### config.mk
export PLATFORM = sky130hd
export DESIGN_NAME = varint_length_prefix_deframer_top
export DESIGN_NICKNAME = d
export VERILOG_FILES = /design/src/rtl/core/vlpd_pkg.sv /design/src/rtl/core/vlpd_in_reg.sv /design/src/rtl/core/vlpd_parse.sv /design/src/rtl/core/vlpd_out_reg.sv /design/src/rtl/core/varint_length_prefix_deframer_top.sv
export SDC_FILE = /design/constraint.sdc
export NUM_CORES = 1
export LEC_CHECK = 0
export BUFFER_PORTS_ARGS = -buffer_cell sky130_fd_sc_hd__buf_2
export CAP_MARGIN = 25
export CORE_MARGIN = 4
export CORE_UTILIZATION = 40
export DETAILED_ROUTE_END_ITERATION = 8
export PLACE_DENSITY = 0.69
export SYNTH_ARGS = -nofsm -noshare
export SYNTH_HDL_FRONTEND = slang
export SYNTH_SLANG_ARGS = --single-unit
export TNS_END_PERCENT = 50
### constraint.sdc
create_clock -name clock -period 9.8 [get_ports clock]
set_input_delay 0 -clock clock [delete_from_list [all_inputs] [get_ports clock]]
set_output_delay 0 -clock clock [all_outputs]
set_load 0.1 [all_outputs]
### src/rtl/core/vlpd_pkg.sv
// vlpd_pkg: shared types and constants of the length-prefixed message deframer
// no dependencies
`timescale 1ns / 1ps

package vlpd_pkg;

   localparam int MAX_LENGTH_BYTES = 8;
   localparam int LENGTH_WIDTH     = 32;
   localparam int MAX_LEN_WIDTH    = 32;
   localparam int CMP_WIDTH        = (LENGTH_WIDTH > MAX_LEN_WIDTH) ? LENGTH_WIDTH : MAX_LEN_WIDTH;
   localparam int COUNT_WIDTH      = 4;
   localparam int BYTE_WIDTH       = 8;
   localparam int RSP_DATA_WIDTH   = 16;

   localparam logic [MAX_LEN_WIDTH-1:0] MAX_LEN_RESET = MAX_LEN_WIDTH'(65536);
   localparam logic [3:0] NEG_NIBBLE = 4'hF;

   typedef enum logic [1:0] {
      ERR_NEG_ZERO  = 2'd0,
      ERR_TOO_MANY  = 2'd1,
      ERR_NOT_POS   = 2'd2,
      ERR_TOO_LONG  = 2'd3
   } err_code_type;

   typedef struct packed {
      logic                  is_error;
      logic [BYTE_WIDTH-1:0] payload_byte;
      logic                  first_of_message;
      logic                  last_of_message;
      err_code_type          err_kind;
   } rsp_type;

endpackage

### src/rtl/core/vlpd_in_reg.sv
// vlpd_in_reg: input register stage in front of the deframer state logic
// depends on vlpd_pkg
`timescale 1ns / 1ps

module vlpd_in_reg (
   input  logic                           clock,
   input  logic                           reset,
   input  logic                           req_tvalid,
   output logic                           req_tready,
   input  logic [vlpd_pkg::BYTE_WIDTH-1:0] req_tdata,
   input  logic                           consume,
   output logic                           byte_valid,
   output logic [vlpd_pkg::BYTE_WIDTH-1:0] byte_data
);
   import vlpd_pkg::*;

   logic                  valid_ff, valid_in;
   logic [BYTE_WIDTH-1:0] data_ff, data_in;
   logic                  load;

   assign req_tready = !valid_ff || consume;
   assign load       = req_tvalid && req_tready;

   always_comb begin
      valid_in = valid_ff;
      data_in  = data_ff;
      if (load) begin
         valid_in = 1'b1;
         data_in  = req_tdata;
      end else if (consume) begin
         valid_in = 1'b0;
      end
   end

   always_ff @(posedge clock) begin
      if (reset) begin
         valid_ff <= 1'b0;
      end else begin
         valid_ff <= valid_in;
      end
      data_ff <= data_in;
   end

   assign byte_valid = valid_ff;
   assign byte_data  = data_ff;

endmodule

### src/rtl/core/vlpd_parse.sv
// vlpd_parse: header, length and payload state machine with the length checks
// depends on vlpd_pkg
`timescale 1ns / 1ps

module vlpd_parse (
   input  logic                              clock,
   input  logic                              reset,
   input  logic                              csr_wr_en,
   input  logic [vlpd_pkg::MAX_LEN_WIDTH-1:0] csr_wr_data,
   input  logic                              byte_valid,
   input  logic [vlpd_pkg::BYTE_WIDTH-1:0]    byte_data,
   input  logic                              out_free,
   output logic                              consume,
   output logic                              res_valid,
   output vlpd_pkg::rsp_type                 res
);
   import vlpd_pkg::*;

   typedef enum logic [1:0] {
      PH_HEADER  = 2'd0,
      PH_LENGTH  = 2'd1,
      PH_PAYLOAD = 2'd2,
      PH_HALTED  = 2'd3
   } phase_type;

   phase_type                 phase_ff, phase_in;
   logic [COUNT_WIDTH-1:0]    left_ff, left_in;
   logic                      neg_ff, neg_in;
   logic [LENGTH_WIDTH-1:0]   acc_ff, acc_in;
   logic [MAX_LEN_WIDTH-1:0]  pay_left_ff, pay_left_in;
   logic                      first_ff, first_in;
   logic [MAX_LEN_WIDTH-1:0]  max_len_ff;

   logic                      produce;
   rsp_type                   res_c;
   logic                      hdr_neg;
   logic [BYTE_WIDTH-1:0]     hdr_count;
   logic [LENGTH_WIDTH-1:0]   acc_shift;
   logic [LENGTH_WIDTH-1:0]   len_value;
   logic                      pay_last;

   always_comb begin
      hdr_neg   = (byte_data[7:4] == NEG_NIBBLE);
      hdr_count = hdr_neg ? {4'd0, byte_data[3:0]} : byte_data;
      acc_shift = (acc_ff << BYTE_WIDTH) | LENGTH_WIDTH'(byte_data);
      // two's complement negation when the header flagged a negative length
      len_value = neg_ff ? (~acc_shift + LENGTH_WIDTH'(1)) : acc_shift;
      pay_last  = (pay_left_ff <= MAX_LEN_WIDTH'(1));
   end

   always_comb begin
      phase_in    = phase_ff;
      left_in     = left_ff;
      neg_in      = neg_ff;
      acc_in      = acc_ff;
      pay_left_in = pay_left_ff;
      first_in    = first_ff;
      produce     = 1'b0;
      res_c       = '0;
      case (phase_ff)
         PH_HEADER: begin
            neg_in = hdr_neg;
            if (hdr_count == '0) begin
               produce          = 1'b1;
               res_c.is_error   = 1'b1;
               res_c.err_kind   = hdr_neg ? ERR_NEG_ZERO : ERR_NOT_POS;
               phase_in         = PH_HALTED;
            end else if (hdr_count > BYTE_WIDTH'(MAX_LENGTH_BYTES)) begin
               produce          = 1'b1;
               res_c.is_error   = 1'b1;
               res_c.err_kind   = ERR_TOO_MANY;
               phase_in         = PH_HALTED;
            end else begin
               acc_in   = '0;
               left_in  = hdr_count[COUNT_WIDTH-1:0];
               phase_in = PH_LENGTH;
            end
         end
         PH_LENGTH: begin
            acc_in  = acc_shift;
            left_in = left_ff - COUNT_WIDTH'(1);
            if (left_ff == COUNT_WIDTH'(1)) begin
               if (len_value == '0 || len_value[LENGTH_WIDTH-1]) begin
                  produce          = 1'b1;
                  res_c.is_error   = 1'b1;
                  res_c.err_kind   = ERR_NOT_POS;
                  phase_in         = PH_HALTED;
               end else if (CMP_WIDTH'(len_value) > CMP_WIDTH'(max_len_ff)) begin
                  produce          = 1'b1;
                  res_c.is_error   = 1'b1;
                  res_c.err_kind   = ERR_TOO_LONG;
                  phase_in         = PH_HALTED;
               end else begin
                  pay_left_in = MAX_LEN_WIDTH'(len_value);
                  first_in    = 1'b1;
                  phase_in    = PH_PAYLOAD;
               end
            end
         end
         PH_PAYLOAD: begin
            produce                = 1'b1;
            res_c.payload_byte     = byte_data;
            res_c.first_of_message = first_ff;
            res_c.last_of_message  = pay_last;
            first_in               = 1'b0;
            if (pay_last) begin
               pay_left_in = '0;
               first_in    = 1'b1;
               phase_in    = PH_HEADER;
            end else begin
               pay_left_in = pay_left_ff - MAX_LEN_WIDTH'(1);
            end
         end
         default: begin
            // halted: bytes are taken and dropped
         end
      endcase
   end

   // a byte with no result never waits on the output side
   assign consume   = byte_valid && (!produce || out_free);
   assign res_valid = consume && produce;
   assign res       = res_c;

   always_ff @(posedge clock) begin
      if (reset) begin
         phase_ff    <= PH_HEADER;
         left_ff     <= '0;
         neg_ff      <= 1'b0;
         acc_ff      <= '0;
         pay_left_ff <= '0;
         first_ff    <= 1'b1;
         max_len_ff  <= MAX_LEN_RESET;
      end else begin
         if (consume) begin
            phase_ff    <= phase_in;
            left_ff     <= left_in;
            neg_ff      <= neg_in;
            acc_ff      <= acc_in;
            pay_left_ff <= pay_left_in;
            first_ff    <= first_in;
         end
         if (csr_wr_en) begin
            max_len_ff <= csr_wr_data;
         end
      end
   end

endmodule

### src/rtl/core/vlpd_out_reg.sv
// vlpd_out_reg: result register that drives the response stream
// depends on vlpd_pkg
`timescale 1ns / 1ps

module vlpd_out_reg (
   input  logic                                clock,
   input  logic                                reset,
   input  logic                                res_valid,
   input  vlpd_pkg::rsp_type                   res,
   output logic                                out_free,
   output logic                                rsp_tvalid,
   input  logic                                rsp_tready,
   output logic [vlpd_pkg::RSP_DATA_WIDTH-1:0] rsp_tdata,
   output logic                                rsp_tuser,
   output logic                                rsp_tlast
);
   import vlpd_pkg::*;

   logic    valid_ff, valid_in;
   rsp_type res_ff, res_in;

   assign out_free = !valid_ff || rsp_tready;

   always_comb begin
      valid_in = valid_ff;
      res_in   = res_ff;
      if (res_valid) begin
         valid_in = 1'b1;
         res_in   = res;
      end else if (rsp_tready) begin
         valid_in = 1'b0;
      end
   end

   always_ff @(posedge clock) begin
      if (reset) begin
         valid_ff <= 1'b0;
      end else begin
         valid_ff <= valid_in;
      end
      res_ff <= res_in;
   end

   assign rsp_tvalid = valid_ff;
   assign rsp_tdata  = {5'd0, res_ff.err_kind, res_ff.first_of_message, res_ff.payload_byte};
   assign rsp_tuser  = res_ff.is_error;
   assign rsp_tlast  = res_ff.last_of_message;

endmodule

### src/rtl/core/varint_length_prefix_deframer_top.sv
// varint_length_prefix_deframer_top: length-prefixed message deframer, top level
// path: an accepted request byte passes the input register, then the result register that drives rsp_tvalid
// throughput: one byte per cycle while the response side does not stall, set by the single-pass state update
// header and length bytes give no response unless they end in an error
// reset (synchronous, active high) clears both stages, returns to header phase, max length 65536
// depends on vlpd_pkg, vlpd_in_reg, vlpd_parse, vlpd_out_reg
`timescale 1ns / 1ps

module varint_length_prefix_deframer_top (
   input  logic                                clock,
   input  logic                                reset,
   input  logic                                csr_wr_en,
   input  logic [vlpd_pkg::MAX_LEN_WIDTH-1:0]  csr_wr_data,   // max_message_length
   input  logic                                req_tvalid,
   output logic                                req_tready,
   input  logic [vlpd_pkg::BYTE_WIDTH-1:0]     req_tdata,     // [7:0] data_byte
   output logic                                rsp_tvalid,
   input  logic                                rsp_tready,
   // [7:0] payload_byte, [8] first_of_message, [10:9] err_kind, [15:11] zero
   output logic [vlpd_pkg::RSP_DATA_WIDTH-1:0] rsp_tdata,
   output logic                                rsp_tuser,     // [0] is_error
   output logic                                rsp_tlast      // last_of_message
);
   import vlpd_pkg::*;

   logic                  consume;
   logic                  byte_valid;
   logic [BYTE_WIDTH-1:0] byte_data;
   logic                  out_free;
   logic                  res_valid;
   rsp_type               res;

   vlpd_in_reg u_in_reg (
      .clock      (clock),
      .reset      (reset),
      .req_tvalid (req_tvalid),
      .req_tready (req_tready),
      .req_tdata  (req_tdata),
      .consume    (consume),
      .byte_valid (byte_valid),
      .byte_data  (byte_data)
   );

   vlpd_parse u_parse (
      .clock       (clock),
      .reset       (reset),
      .csr_wr_en   (csr_wr_en),
      .csr_wr_data (csr_wr_data),
      .byte_valid  (byte_valid),
      .byte_data   (byte_data),
      .out_free    (out_free),
      .consume     (consume),
      .res_valid   (res_valid),
      .res         (res)
   );

   vlpd_out_reg u_out_reg (
      .clock      (clock),
      .reset      (reset),
      .res_valid  (res_valid),
      .res        (res),
      .out_free   (out_free),
      .rsp_tvalid (rsp_tvalid),
      .rsp_tready (rsp_tready),
      .rsp_tdata  (rsp_tdata),
      .rsp_tuser  (rsp_tuser),
      .rsp_tlast  (rsp_tlast)
   );

endmodule
==> results of run 1 <==
==> metrics by stage <==
stage	cell area, um2	setup slack (ns)	instances	total power [mW]	hold slack, ns
floorplan	7800	4.19	952	1.22	0.0989
global placement	8130	3.80	1203	1.42	0.181
detailed placement	8130	3.65	1203	1.42	0.185
CTS	9160	3.59	1279	2.07	0.00142
global route	9170	2.97	1280	2.19	0.0261
finish	9170	3.49	1280	2.09	0.0149
==> where the power goes <==
group          leakage (nW)  internal, mW  switching [mW]
combinational          2.44         0.253           0.622
clock                 0.291         0.411           0.225
sequential            0.998         0.544          0.0346
==> flip-flops by register name (all words and copies together), names as in the netlist <==
register / count
u_parse.max_len_ff: 32
u_parse.first_ff: 1
u_parse.phase_ff: 2
u_in_reg.byte_valid: 1
u_out_reg.rsp_tlast: 1
u_parse.acc_ff: 24
u_in_reg.byte_data: 8
u_parse.pay_left_ff: 32
u_out_reg.rsp_tvalid: 1
u_parse.neg_ff: 1
u_out_reg.rsp_tuser: 1
u_parse.left_ff: 4
u_out_reg.rsp_tdata: 11
==> placed cells by master, fill, tap and decap left out, drive strengths merged, types with 4 or more instances in the layout <==
cell type	synthesis	routed
dfxtp	98	98
nor2	94	94
a21oi	83	83
buf	30	72
inv	62	63
o21ai	55	55
nand2	47	47
dlygate4sd3	0	44
nand4	42	42
ha	42	42
mux2i	34	34
nor3	29	29
nand3	24	24
clkbuf	50	23
edfxtp	21	21
xor2	20	20
xnor2	20	20
o31ai	19	19
nor4	17	17
a21o	14	14
a211oi	14	14
a22oi	13	13
o311ai	13	13
or3	12	12
or4	11	11
and2	10	10
o41ai	9	9
o211ai	5	5
conb	1	5
a31oi	5	5
nor2b	4	4
clkinv	0	4
==> cells in the mapped netlist (all sizes together) (11+ instances only) <==
cell     n
a211oi  14
a21o    14
a21oi   83
a22oi   13
buf     30
clkbuf  50
dfxtp   98
edfxtp  21
ha      42
inv     62
mux2i   34
nand2   47
nand3   24
nand4   42
nor2    94
nor3    29
nor4    17
o21ai   55
o311ai  13
o31ai   19
or3     12
or4     11
xnor2   20
xor2    20
==> timing repair <==
item / in CTS / in global routing
endpoints found under the setup margin: 0 / 0
hold endpoints to repair: 42 / 0
hold buffers: 44 / 0
==> cell families after synthesis <==
kind of cell    count (synthesis)  share of synthesized area
compound gates                255                      0.221
other cells                     1                   0.000482
xor+xnor                       40                     0.0450
simple gates                  314                      0.208
mux                            35                     0.0452
fa+ha+maj                      42                     0.0675
flops                         119                      0.333
buf+inv                       142                     0.0796
==> worst max path at each step <==
| stage | startpoint | end | slack, ns |
|---|---|---|---|
| CTS | u_in_reg.byte_data[0]$_DFFE_PP_ | u_parse.pay_left_ff[23]$_SDFFE_PP0P_ | 3.59 |
| detailed placement | u_in_reg.byte_data[0]$_DFFE_PP_ | u_parse.pay_left_ff[24]$_SDFFE_PP0P_ | 3.65 |
| global route | u_in_reg.byte_data[0]$_DFFE_PP_ | u_parse.pay_left_ff[23]$_SDFFE_PP0P_ | 2.97 |
| finish | u_in_reg.byte_data[0]$_DFFE_PP_ | u_parse.pay_left_ff[23]$_SDFFE_PP0P_ | 3.49 |
| global placement | u_in_reg.byte_data[0]$_DFFE_PP_ | u_parse.pay_left_ff[31]$_SDFFE_PP0P_ | 3.80 |
| floorplan | u_in_reg.byte_data[7]$_DFFE_PP_ | u_in_reg.byte_data[0]$_DFFE_PP_ | 4.19 |
==> area by class of cell <==
| type | instances | area [um2] |
|---|---|---|
| clock buffer | 23 | 468 |
| clock inverter | 9 | 124 |
| fill | 1833 | 9730 |
| inverter | 62 | 233 |
| multi-input combinational | 691 | 4590 |
| sequential | 119 | 2590 |
| tap | 260 | 325 |
| timing repair buffer | 116 | 836 |
==> per-layer routing <==
layer	track usage	vias up
met4	0.0774	0
met2	0.344	340
li1	-	3584
met5	0	-
met1	0.282	3586
met3	0.0445	49
==> impl_metrics.xml, run 1 <==
<?xml version="1.0" encoding="UTF-8"?>
<metrics>
  <group name="detailed_routing">
    <metric name="routed_wire_length" unit="um">23400</metric>
    <metric name="amount_of_wire_on_met2_after_detailed_routing" unit="um">11000</metric>
    <metric name="route.detailed.drc" unit="">0</metric>
    <metric name="routedWlPerCell" unit="um">18.3</metric>
    <metric name="antenna_left" unit="">0</metric>
    <metric name="routed-via-count" unit="">7559</metric>
    <metric name="dr.pass1.iters" unit="">5</metric>
    <metric name="route.detailed.vias_per_inst" unit="">5.91</metric>
    <metric name="top_signal_layer_used" unit="">met4</metric>
    <metric name="drt_first_iter_violations" unit="">829</metric>
    <metric name="dr_wl_met3" unit="um">1720</metric>
    <metric name="met1_length" unit="um">10000</metric>
  </group>
  <group name="floorplan">
    <metric name="design.portCount" unit="">65</metric>
    <metric name="die_area" unit="um2">21700</metric>
    <metric name="die-width" unit="um">147</metric>
    <metric name="initial_utilization" unit="">0.412</metric>
    <metric name="placementRows" unit="">50</metric>
    <metric name="floorplan.die.height" unit="um">147</metric>
    <metric name="core_region_area" unit="um2">18900</metric>
  </group>
  <group name="timing">
    <metric name="setup-violations-final" unit="">0</metric>
    <metric name="finalMaxSlewViolations" unit="">0</metric>
    <metric name="setup-tns-final" unit="ns">0</metric>
    <metric name="max_slew.worst_pin.slew" unit="ns">0.928</metric>
    <metric name="fmax" unit="MHz">158</metric>
    <metric name="final_min_period_over_clock_period" unit="">0.644</metric>
    <metric name="final.min_clock_period" unit="ns">6.31</metric>
    <metric name="grt_setup_unrepaired" unit="">no</metric>
    <metric name="final-hold-violation-count" unit="">0</metric>
    <metric name="clock-skew-final" unit="ns">0.0125</metric>
    <metric name="slew_headroom" unit="">0.381</metric>
  </group>
  <group name="setup_path">
    <metric name="critical_path.startpoint_type" unit="">flop</metric>
    <metric name="cp.buffers_inverters" unit="">3</metric>
    <metric name="cpPeakStageDelay" unit="ns">0.67</metric>
    <metric name="cp.required" unit="ns">10.12</metric>
    <metric name="end_kind" unit="">flop</metric>
    <metric name="critical_path.top_delay_family" unit="">simple AND/OR/NAND/NOR gates</metric>
    <metric name="cp_num_cells" unit="">19</metric>
    <metric name="regToRegEndpoint" unit="">u_parse.pay_left_ff[23]$_SDFFE_PP0P_</metric>
    <metric name="timing.critical_path.fanout_max" unit="">46</metric>
    <metric name="crit_chain" unit="">inv_1, ha_1, or4b_2, or2_2, o41ai_1, xor2_1, inv_1, ha_1, nand4_1, nor3_1, nand4_1, o21ai_0, o21bai_1, nand2_1, a311oi_2, a21o_1, buf_4, nand2_2, o31ai_1</metric>
    <metric name="worst-setup-path-type" unit="">reg2reg</metric>
    <metric name="timing.critical_path.arrival" unit="ns">6.63</metric>
    <metric name="worst_r2r_path_depth" unit="">19</metric>
    <metric name="reg2reg_slack" unit="ns">3.49</metric>
    <metric name="crit_slowest_cell" unit="">sky130_fd_sc_hd__or4b_2</metric>
    <metric name="reg2reg_from" unit="">u_in_reg.byte_data[0]$_DFFE_PP_</metric>
  </group>
  <group name="cts">
    <metric name="cts_tree" unit="">yes</metric>
    <metric name="ctsHtreeMaxLevel" unit="">4</metric>
    <metric name="cts_buffers" unit="">17</metric>
    <metric name="cts_repair_resize_count" unit="">0</metric>
    <metric name="cts_sinks" unit="">119</metric>
    <metric name="clockRootBuffer" unit="">sky130_fd_sc_hd__clkbuf_16</metric>
    <metric name="clkLatencyLatePin" unit="ns">0.42</metric>
    <metric name="cts_buffer_depth" unit="">2</metric>
    <metric name="clk_pin_slew_worst_paths" unit="ns">0.06</metric>
    <metric name="cts_post_setup_buffers_inserted" unit="">0</metric>
  </group>
  <group name="hold_path">
    <metric name="worst_hold_path.num_cells" unit="">2</metric>
    <metric name="min_path_type" unit="">in2reg</metric>
    <metric name="hold_end" unit="">u_parse.left_ff[3]$_SDFFE_PP0P_</metric>
    <metric name="worst_hold_startpoint" unit="">reset</metric>
  </group>
  <group name="global_route">
    <metric name="grt_util_all_layers" unit="">0.213</metric>
    <metric name="grt_antenna_before_repair" unit="">0</metric>
    <metric name="grt_start_max_net_pins" unit="">62</metric>
    <metric name="grt_first_pass_wirelength" unit="um">37400</metric>
    <metric name="grt_overflow" unit="">0</metric>
    <metric name="grt_pass1_vias" unit="">7009</metric>
  </group>
  <group name="power_and_ir_drop">
    <metric name="max-vdd-ir-drop" unit="mV">0.118</metric>
    <metric name="power_density" unit="nW/um2">228</metric>
    <metric name="static_leakage" unit="nW">3.73</metric>
  </group>
  <group name="synth">
    <metric name="synth_top_cell_area_share" unit="">0.252</metric>
    <metric name="synth_ff_type" unit="">sky130_fd_sc_hd__dfxtp_1</metric>
    <metric name="ys_warn_count" unit="">0</metric>
    <metric name="avgSynthCellArea" unit="um2">8.21</metric>
    <metric name="synth_cell_types" unit="">73</metric>
    <metric name="async_flop_share" unit="">0</metric>
    <metric name="synth_edf_count" unit="">21</metric>
    <metric name="synth_area" unit="um2">7780</metric>
    <metric name="yosys_register_bits" unit="">119</metric>
    <metric name="syn-instance-count" unit="">948</metric>
    <metric name="synthDominantAreaCellType" unit="">sky130_fd_sc_hd__dfxtp_1</metric>
    <metric name="top_area_cells_in_the_synthesized_netlist" unit="">sky130_fd_sc_hd__dfxtp_1 (25%), sky130_fd_sc_hd__edfxtp_1 (8.1%), sky130_fd_sc_hd__ha_1 (6.8%)</metric>
    <metric name="synth_seq_area_share" unit="">0.333</metric>
  </group>
  <group name="flow_run">
    <metric name="max_cap_violations" unit="">0</metric>
  </group>
  <group name="placed_design">
    <metric name="detailed_place_hpwl" unit="um">16100</metric>
    <metric name="gp_congestion" unit="">0.949</metric>
    <metric name="port_buffers" unit="">59</metric>
  </group>
  <group name="final_layout">
    <metric name="area_growth_syn_to_layout" unit="%">17.8</metric>
    <metric name="final_util" unit="">0.485</metric>
    <metric name="nNetsFinal" unit="">1094</metric>
    <metric name="final_layout_size_suffix_gt1_frac" unit="">0.129</metric>
    <metric name="n_antenna_cell" unit="">0</metric>
  </group>
  <group name="outcome">
    <metric name="run_status" unit="">complete, no violations</metric>
  </group>
</metrics>
No activity file was read; power rests on OpenSTA's default activity.
==> run 2, diff against run 1 <==
--- a/config.mk
+++ b/config.mk
@@ -5,6 +5,7 @@
 export SDC_FILE = /design/constraint.sdc
 export NUM_CORES = 1
 export LEC_CHECK = 0
+export ABC_AREA = 1
 export BUFFER_PORTS_ARGS = -buffer_cell sky130_fd_sc_hd__buf_2
 export CAP_MARGIN = 25
 export CORE_MARGIN = 4
==> constraint.sdc (replaced) <==
create_clock -name clock -period 5.88 [get_ports clock]
set_input_delay 0 -clock clock [delete_from_list [all_inputs] [get_ports clock]]
set_output_delay 0 -clock clock [all_outputs]
set_load 0.1 [all_outputs]
==> impl_metrics.xml, run 2 <==
<?xml version="1.0" encoding="UTF-8"?>
<metrics>
  <group name="outcome">
    <metric name="run_status" unit="">complete, no violations</metric>
  </group>
  <group name="timing">
    <metric name="setup-violations-final" unit="">0</metric>
    <metric name="setup-tns-final" unit="ns">0</metric>
    <metric name="final-hold-violation-count" unit="">0</metric>
    <metric name="final_min_period_over_clock_period" unit="">0.808</metric>
    <metric name="max_slew.worst_pin.slew" unit="ns">1.01</metric>
    <metric name="finalMaxSlewViolations" unit="">0</metric>
    <metric name="fmax" unit="MHz">210</metric>
    <metric name="clock-skew-final" unit="ns">0.00882</metric>
    <metric name="final.min_clock_period" unit="ns">4.75</metric>
    <metric name="setup_ws" unit="ns">1.13</metric>
    <metric name="grt_setup_unrepaired" unit="">no</metric>
    <metric name="slew_headroom" unit="">0.323</metric>
  </group>
  <group name="detailed_routing">
    <metric name="drt_first_iter_violations" unit="">739</metric>
    <metric name="routed_wire_length" unit="um">23900</metric>
    <metric name="dr.pass1.iters" unit="">5</metric>
    <metric name="route.detailed.vias_per_inst" unit="">4.95</metric>
    <metric name="routed-via-count" unit="">8073</metric>
    <metric name="antenna_left" unit="">0</metric>
    <metric name="route.detailed.drc" unit="">0</metric>
    <metric name="routedWlPerCell" unit="um">14.7</metric>
  </group>
  <group name="global_route">
    <metric name="grt_first_pass_wirelength" unit="um">38900</metric>
    <metric name="grt_pass1_vias" unit="">7476</metric>
    <metric name="grt_overflow" unit="">0</metric>
    <metric name="grt_antenna_before_repair" unit="">0</metric>
    <metric name="grt_start_max_net_pins" unit="">96</metric>
    <metric name="grt_util_all_layers" unit="">0.219</metric>
  </group>
  <group name="final_layout">
    <metric name="nNetsFinal" unit="">1439</metric>
    <metric name="final_util" unit="">0.488</metric>
    <metric name="layout_commonest_cell" unit="">sky130_fd_sc_hd__nand2_1</metric>
    <metric name="multi_input_area" unit="um2">4440</metric>
    <metric name="reg.largest.list" unit="">u_parse.max_len_ff (32), u_parse.pay_left_ff (32), u_parse.acc_ff (24)</metric>
    <metric name="final_layout_size_suffix_gt1_frac" unit="">0.0930</metric>
    <metric name="n_antenna_cell" unit="">0</metric>
    <metric name="nFillCells" unit="">1987</metric>
    <metric name="layout.area.seq" unit="um2">2590</metric>
    <metric name="most_used_cells_in_the_layout_excluding_fill_and_tap_cells" unit="">sky130_fd_sc_hd__nand2_1 (350), sky130_fd_sc_hd__nor2_1 (188), sky130_fd_sc_hd__inv_1 (184)</metric>
    <metric name="area_growth_syn_to_layout" unit="%">18.8</metric>
  </group>
  <group name="placed_design">
    <metric name="place_ws" unit="ns">1.23</metric>
    <metric name="port_buffers" unit="">59</metric>
    <metric name="detailed_place_hpwl" unit="um">16800</metric>
    <metric name="gp_congestion" unit="">0.927</metric>
  </group>
  <group name="cts">
    <metric name="cts_sinks" unit="">119</metric>
    <metric name="cts_repair_resize_count" unit="">0</metric>
    <metric name="clockRootBuffer" unit="">sky130_fd_sc_hd__clkbuf_16</metric>
    <metric name="clk_pin_slew_worst_paths" unit="ns">0.06</metric>
    <metric name="cts_tree" unit="">yes</metric>
    <metric name="cts_buffers" unit="">17</metric>
    <metric name="clkLatencyLatePin" unit="ns">0.43</metric>
    <metric name="ctsHtreeMaxLevel" unit="">4</metric>
    <metric name="cts_buffer_depth" unit="">2</metric>
  </group>
  <group name="power_and_ir_drop">
    <metric name="seq_power_share" unit="">0.305</metric>
    <metric name="static_leakage" unit="nW">4.95</metric>
    <metric name="power.share.combinational" unit="">0.352</metric>
    <metric name="power.internal" unit="mW">1.91</metric>
    <metric name="p_switching" unit="mW">1.18</metric>
    <metric name="switching_share" unit="">0.383</metric>
    <metric name="p_clk_frac" unit="">0.343</metric>
    <metric name="finalPower" unit="mW">3.09</metric>
    <metric name="max-vdd-ir-drop" unit="mV">0.134</metric>
    <metric name="power_density" unit="nW/um2">323</metric>
  </group>
  <group name="setup_path">
    <metric name="critical_path.top_delay_family" unit="">simple AND/OR/NAND/NOR gates</metric>
    <metric name="cp.required" unit="ns">6.20</metric>
    <metric name="critical_path.most_common_cell" unit="">sky130_fd_sc_hd__nand2_1</metric>
    <metric name="crit_slowest_cell" unit="">sky130_fd_sc_hd__edfxtp_1</metric>
    <metric name="cp.buffers_inverters" unit="">5</metric>
    <metric name="critical_path.startpoint_type" unit="">flop</metric>
    <metric name="timing.critical_path.fanout_max" unit="">35</metric>
    <metric name="timing.critical_path.arrival" unit="ns">5.07</metric>
    <metric name="worst-setup-path-type" unit="">reg2reg</metric>
    <metric name="cpPeakStageDelay" unit="ns">0.45</metric>
    <metric name="end_kind" unit="">flop</metric>
  </group>
  <group name="synth">
    <metric name="avgSynthCellArea" unit="um2">6.34</metric>
    <metric name="synth_edf_count" unit="">21</metric>
    <metric name="synth_seq_area_share" unit="">0.323</metric>
    <metric name="ys_warn_count" unit="">0</metric>
    <metric name="synth_area" unit="um2">8040</metric>
    <metric name="syn-instance-count" unit="">1268</metric>
    <metric name="synth_common_cells" unit="">sky130_fd_sc_hd__nand2_1 (350), sky130_fd_sc_hd__nor2_1 (188), sky130_fd_sc_hd__inv_1 (185)</metric>
    <metric name="synthMostInstantiatedCell" unit="">sky130_fd_sc_hd__nand2_1</metric>
    <metric name="synth_ff_type" unit="">sky130_fd_sc_hd__dfxtp_1</metric>
    <metric name="yosys.area_share.xor_xnor" unit="">0.0294</metric>
    <metric name="combinational_family_with_the_most_area_after_synthesis" unit="">simple AND/OR/NAND/NOR gates</metric>
    <metric name="async_flop_share" unit="">0</metric>
    <metric name="synth_cell_types" unit="">38</metric>
    <metric name="muxShareOfSynthArea" unit="">0</metric>
    <metric name="synthDominantAreaCellType" unit="">sky130_fd_sc_hd__dfxtp_1</metric>
    <metric name="synth_fa_ha_area_frac" unit="">0.0654</metric>
    <metric name="synth_simple_gate_area_frac" unit="">0.351</metric>
    <metric name="synth_compound_area_frac" unit="">0.105</metric>
    <metric name="synth_top_cell_area_share" unit="">0.244</metric>
    <metric name="top_area_cells_in_the_synthesized_netlist" unit="">sky130_fd_sc_hd__dfxtp_1 (24%), sky130_fd_sc_hd__nand2_1 (16%), sky130_fd_sc_hd__nor2_1 (8.8%)</metric>
    <metric name="yosys_register_bits" unit="">119</metric>
  </group>
  <group name="floorplan">
    <metric name="floorplan.die.height" unit="um">150</metric>
    <metric name="design.portCount" unit="">65</metric>
    <metric name="die-width" unit="um">150</metric>
    <metric name="core_region_area" unit="um2">19600</metric>
    <metric name="die_area" unit="um2">22400</metric>
    <metric name="initial_utilization" unit="">0.410</metric>
    <metric name="placementRows" unit="">51</metric>
  </group>
  <group name="flow_run">
    <metric name="max_cap_violations" unit="">0</metric>
  </group>
  <group name="hold_path">
    <metric name="min_path_type" unit="">in2reg</metric>
  </group>
</metrics>
==> run 2: cell count changes after synthesis, sizes merged, moves of 20 or more <==
| cell | before | now |
|---|---|---|
| nand3 | 24 | 60 |
| nor3 | 29 | 9 |
| mux2i | 34 | 0 |
| o21ai | 55 | 75 |
| inv | 62 | 192 |
| nand2 | 47 | 356 |
| nor2 | 94 | 195 |
| a21oi | 83 | 61 |
==> run 2: worst reg2reg max path: cells and delay by family, from the launching register on <==
family          cells  cell delay [ns]
flops               1             0.45
compound gates      1             0.20
fa+ha+maj           2             0.55
buf+inv             5             0.71
simple gates       20             2.74
==> run 2: final timing paths <==
kind / from / endpoint / slack, ns / cells past startpoint
setup / recovery: u_in_reg.byte_data[0]$_DFFE_PP_ / u_parse.pay_left_ff[19]$_SDFFE_PP0P_ / 1.13 / 28
setup reg to reg: u_in_reg.byte_data[0]$_DFFE_PP_ / u_parse.pay_left_ff[19]$_SDFFE_PP0P_ / 1.13 / 28
hold reg to reg: u_parse.first_ff$_SDFFE_PP1P_ / u_parse.first_ff$_SDFFE_PP1P_ / 0.46 / 2
hold / removal: rsp_tready / u_parse.first_ff$_SDFFE_PP1P_ / 0.19 / 5
==> run 2: power groups by stage <==
| stage | combinational (mW) | clock, mW | sequential [mW] |
|---|---|---|---|
| 2_1_floorplan | 0.750 | 0 | 0.995 |
| 3_3_place_gp | 1.03 | 0 | 0.957 |
| 3_5_place_dp | 1.04 | 0 | 0.958 |
| 4_1_cts | 1.08 | 1.07 | 0.942 |
| 5_1_grt | 1.23 | 1.11 | 0.949 |
| 6_report | 1.09 | 1.06 | 0.942 |
==> run 2: what timing repair did <==
item,4_1_cts,5_1_grt
hold buffers,47,0
endpoints found under the hold margin,42,0
buffers inserted,0,0
==> run 2: per-layer routing <==
metal	track usage	up-vias	wire (um)
met5	0	-	0
met4	0.0549	0	395
met3	0.0342	23	1260
met2	0.377	219	11600
met1	0.286	3680	10600
li1	-	4151	-
==> run 2: through the flow <==
step	cells	instance area (um2)	hold slack, ns
detailed placement	1551	8490	0.178
global placement	1551	8490	0.181
finish	1630	9550	0.188
CTS	1630	9550	0.180
floorplan	1272	8050	0.0691
global route	1630	9550	0.242
==> run 2: cells by family after synthesis <==
kind of cell | after synthesis
compound gates | 159
xor+xnor | 27
fa+ha+maj | 42
buf+inv | 251
flops | 119
other cells | 1
simple gates | 669
==> run 2: layout make-up <==
| type | instances | area share |
|---|---|---|
| clock buffers | 18 | 0.0449 |
| clock inverters | 14 | 0.0165 |
| inverters | 194 | 0.0762 |
| multi-input cells | 902 | 0.465 |
| flip-flops and latches | 119 | 0.271 |
| well taps | 265 | 0.0347 |
| repair buffers | 118 | 0.0909 |
==> run 3, diff against run 2 <==
--- a/config.mk
+++ b/config.mk
@@ -5,13 +5,13 @@
 export SDC_FILE = /design/constraint.sdc
 export NUM_CORES = 1
 export LEC_CHECK = 0
-export ABC_AREA = 1
+export ABC_AREA = 0
 export BUFFER_PORTS_ARGS = -buffer_cell sky130_fd_sc_hd__buf_2
 export CAP_MARGIN = 25
 export CORE_MARGIN = 4
 export CORE_UTILIZATION = 40
 export DETAILED_ROUTE_END_ITERATION = 8
-export PLACE_DENSITY = 0.69
+export PLACE_DENSITY = 0.71
 export SYNTH_ARGS = -nofsm -noshare
 export SYNTH_HDL_FRONTEND = slang
 export SYNTH_SLANG_ARGS = --single-unit
==> constraint.sdc (replaced) <==
create_clock -name clock -period 4.25 [get_ports clock]
set_input_delay 0 -clock clock [delete_from_list [all_inputs] [get_ports clock]]
set_output_delay 0 -clock clock [all_outputs]
set_load 0.1 [all_outputs]
==> impl_metrics.xml, run 3 (synthesized netlist as in run 1, its figures left out) <==
<?xml version="1.0" encoding="UTF-8"?>
<metrics>
  <group name="detailed_routing">
    <metric name="route.detailed.vias_per_inst" unit="">5.81</metric>
    <metric name="route.detailed.drc" unit="">0</metric>
    <metric name="drt_first_iter_violations" unit="">985</metric>
    <metric name="routed_wire_length" unit="um">26900</metric>
    <metric name="routed-via-count" unit="">8334</metric>
    <metric name="antenna_left" unit="">0</metric>
    <metric name="routedWlPerCell" unit="um">18.7</metric>
    <metric name="dr.pass1.iters" unit="">6</metric>
  </group>
  <group name="final_layout">
    <metric name="stdcell_count" unit="">1435</metric>
    <metric name="layout.area.seq" unit="um2">2590</metric>
    <metric name="reg.largest.list" unit="">u_parse.max_len_ff (32), u_parse.pay_left_ff (32), u_parse.acc_ff (24)</metric>
    <metric name="n_antenna_cell" unit="">0</metric>
    <metric name="area_growth_syn_to_layout" unit="%">42.4</metric>
    <metric name="most_used_cells_in_the_layout_excluding_fill_and_tap_cells" unit="">sky130_fd_sc_hd__buf_4 (142), sky130_fd_sc_hd__dfxtp_1 (98), sky130_fd_sc_hd__nor2_1 (91)</metric>
    <metric name="nNetsFinal" unit="">1250</metric>
    <metric name="layout_commonest_cell" unit="">sky130_fd_sc_hd__buf_4</metric>
    <metric name="final_util" unit="">0.586</metric>
    <metric name="final_layout_size_suffix_gt1_frac" unit="">0.311</metric>
    <metric name="multi_input_area" unit="um2">5080</metric>
    <metric name="nFillCells" unit="">1583</metric>
  </group>
  <group name="cts">
    <metric name="cts_sinks" unit="">119</metric>
    <metric name="clkLatencyLatePin" unit="ns">0.43</metric>
    <metric name="clockRootBuffer" unit="">sky130_fd_sc_hd__clkbuf_16</metric>
    <metric name="cts_buffer_depth" unit="">2</metric>
    <metric name="cts_tree" unit="">yes</metric>
    <metric name="clk_pin_slew_worst_paths" unit="ns">0.06</metric>
    <metric name="ctsHtreeMaxLevel" unit="">4</metric>
    <metric name="cts_buffers" unit="">17</metric>
  </group>
  <group name="timing">
    <metric name="grt_setup_unrepaired" unit="">yes</metric>
    <metric name="slew_headroom" unit="">0.308</metric>
    <metric name="final_min_period_over_clock_period" unit="">1.15</metric>
    <metric name="setup-violations-final" unit="">90</metric>
    <metric name="fmax" unit="MHz">205</metric>
    <metric name="final.min_clock_period" unit="ns">4.87</metric>
    <metric name="finalMaxSlewViolations" unit="">0</metric>
    <metric name="max_slew.worst_pin.slew" unit="ns">1.04</metric>
    <metric name="clock-skew-final" unit="ns">0.00702</metric>
    <metric name="setup_ws" unit="ns">-0.624</metric>
    <metric name="final-hold-violation-count" unit="">0</metric>
  </group>
  <group name="global_route">
    <metric name="grt_antenna_before_repair" unit="">0</metric>
    <metric name="grt_pass1_vias" unit="">7972</metric>
    <metric name="grt_first_pass_wirelength" unit="um">41900</metric>
    <metric name="grt_start_max_net_pins" unit="">56</metric>
    <metric name="grt_util_all_layers" unit="">0.240</metric>
    <metric name="grt_overflow" unit="">0</metric>
  </group>
  <group name="setup_path">
    <metric name="timing.critical_path.fanout_max" unit="">17</metric>
    <metric name="critical_path.top_delay_family" unit="">simple AND/OR/NAND/NOR gates</metric>
    <metric name="worst-setup-path-type" unit="">reg2reg</metric>
    <metric name="cpPeakStageDelay" unit="ns">0.64</metric>
    <metric name="timing.critical_path.arrival" unit="ns">5.19</metric>
    <metric name="crit_slowest_cell" unit="">sky130_fd_sc_hd__or4b_4</metric>
    <metric name="cp.buffers_inverters" unit="">6</metric>
    <metric name="crit_chain" unit="">or4_4, or4b_4, nor2_4, a21o_1, xor2_2, inv_2, ha_4, nand4_1, nor3_2, nand4_1, buf_4, a311o_1, nand2_2, a311oi_4, buf_4, buf_6, a21oi_4, buf_12, nor2_4, buf_12, a32o_1</metric>
    <metric name="end_kind" unit="">flop</metric>
    <metric name="cp.required" unit="ns">4.56</metric>
    <metric name="critical_path.startpoint_type" unit="">flop</metric>
  </group>
  <group name="power_and_ir_drop">
    <metric name="switching_share" unit="">0.420</metric>
    <metric name="p_switching" unit="mW">2.25</metric>
    <metric name="power_density" unit="nW/um2">483</metric>
    <metric name="power.internal" unit="mW">3.10</metric>
    <metric name="p_clk_frac" unit="">0.278</metric>
    <metric name="static_leakage" unit="nW">4.64</metric>
    <metric name="seq_power_share" unit="">0.248</metric>
    <metric name="power.share.combinational" unit="">0.473</metric>
    <metric name="max-vdd-ir-drop" unit="mV">0.255</metric>
  </group>
  <group name="floorplan">
    <metric name="design.portCount" unit="">65</metric>
    <metric name="core_region_area" unit="um2">18900</metric>
    <metric name="initial_utilization" unit="">0.412</metric>
    <metric name="placementRows" unit="">50</metric>
    <metric name="floorplan.die.height" unit="um">147</metric>
    <metric name="die-width" unit="um">147</metric>
    <metric name="die_area" unit="um2">21700</metric>
  </group>
  <group name="outcome">
    <metric name="violations" unit="">setup timing</metric>
    <metric name="run_status" unit="">complete, but fails checks</metric>
  </group>
  <group name="placed_design">
    <metric name="gp_congestion" unit="">0.974</metric>
    <metric name="detailed_place_hpwl" unit="um">18000</metric>
    <metric name="port_buffers" unit="">59</metric>
    <metric name="dp.cells" unit="">1335</metric>
  </group>
  <group name="hold_path">
    <metric name="min_path_type" unit="">in2reg</metric>
  </group>
  <group name="flow_run">
    <metric name="max_cap_violations" unit="">0</metric>
  </group>
</metrics>
==> run 3: cell count changes in the layout (fill, tap and decap cells not counted), moves of 16 or more <==
cell	previous run	this run
sky130_fd_sc_hd__buf_4	11	142
sky130_fd_sc_hd__buf_6	0	16
sky130_fd_sc_hd__inv_1	184	60
sky130_fd_sc_hd__mux2i_1	0	33
sky130_fd_sc_hd__nand2_1	350	40
sky130_fd_sc_hd__nand3_1	55	22
sky130_fd_sc_hd__nor2_1	188	91
sky130_fd_sc_hd__nor3_1	8	25
sky130_fd_sc_hd__o21ai_0	75	22
sky130_fd_sc_hd__o21ai_1	0	23
sky130_fd_sc_hd__xnor2_1	3	19
==> run 3: final timing paths <==
path,startpoint,end,slack (ns),depth (start not counted)
worst max-delay path,u_in_reg.byte_data[5]$_DFFE_PP_,u_parse.pay_left_ff[22]$_SDFFE_PP0P_,-0.62,21
worst min-delay path,reset,u_parse.max_len_ff[30]$_SDFFE_PP0P_,0.03,2
worst max register to register,u_in_reg.byte_data[5]$_DFFE_PP_,u_parse.pay_left_ff[22]$_SDFFE_PP0P_,-0.62,21
worst min register to register,u_parse.left_ff[3]$_SDFFE_PP0P_,u_parse.left_ff[3]$_SDFFE_PP0P_,0.49,2
==> run 3: area by class of cell <==
class,instances,area share
clock buffer,23,0.0431
clock inverter,8,0.0111
inverter,62,0.0210
multi-input combinational,692,0.458
sequential,119,0.234
tap,260,0.0294
timing repair buffer,271,0.203
==> run 3: routing by layer <==
| metal | GRT usage | part of all wire | vias to the layer above |
|---|---|---|---|
| li1 | - | - | 3904 |
| met1 | 0.302 | 0.41 | 3906 |
| met2 | 0.393 | 0.47 | 424 |
| met3 | 0.0515 | 0.074 | 100 |
| met4 | 0.116 | 0.044 | 0 |
| met5 | 0 | 0 | - |
==> run 3: what timing repair did <==
action / in CTS / in global routing
endpoints found under the hold margin: 50 / 0
pin swaps: 40 / 20
buffers inserted: 18 / 7
hold buffers: 42 / 0
setup endpoints to repair: 90 / 91
gates resized for setup: 64 / 38
gates cloned: 4 / 0
==> run 3: power groups by stage <==
stage          Sequential (mW)  Combinational, mW  Clock (mW)
6_report                  1.33               2.54        1.49
5_1_grt                   1.34               2.70        1.55
4_1_cts                   1.32               2.41        1.50
3_5_place_dp              1.34               2.17           0
3_3_place_gp              1.34               2.17           0
2_1_floorplan             1.54               1.32           0
==> run 3: metrics by stage <==
| stage | setup slack (ns) | power [mW] | hold slack, ns | setup TNS (ns) | instance area (um2) |
|---|---|---|---|---|---|
| 2_1_floorplan | -0.594 | 2.86 | 0.0989 | -26.39 | 7930 |
| 3_3_place_gp | -0.512 | 3.51 | 0.178 | -36.55 | 9290 |
| 4_1_cts | -0.603 | 5.24 | 0.00422 | -40.82 | 10800 |
| 5_1_grt | -0.856 | 5.58 | 0.0272 | -65.28 | 11100 |
| 6_report | -0.624 | 5.36 | 0.0289 | -42.93 | 11100 |
| 3_5_place_dp | -0.663 | 3.52 | 0.179 | -48.47 | 9290 |
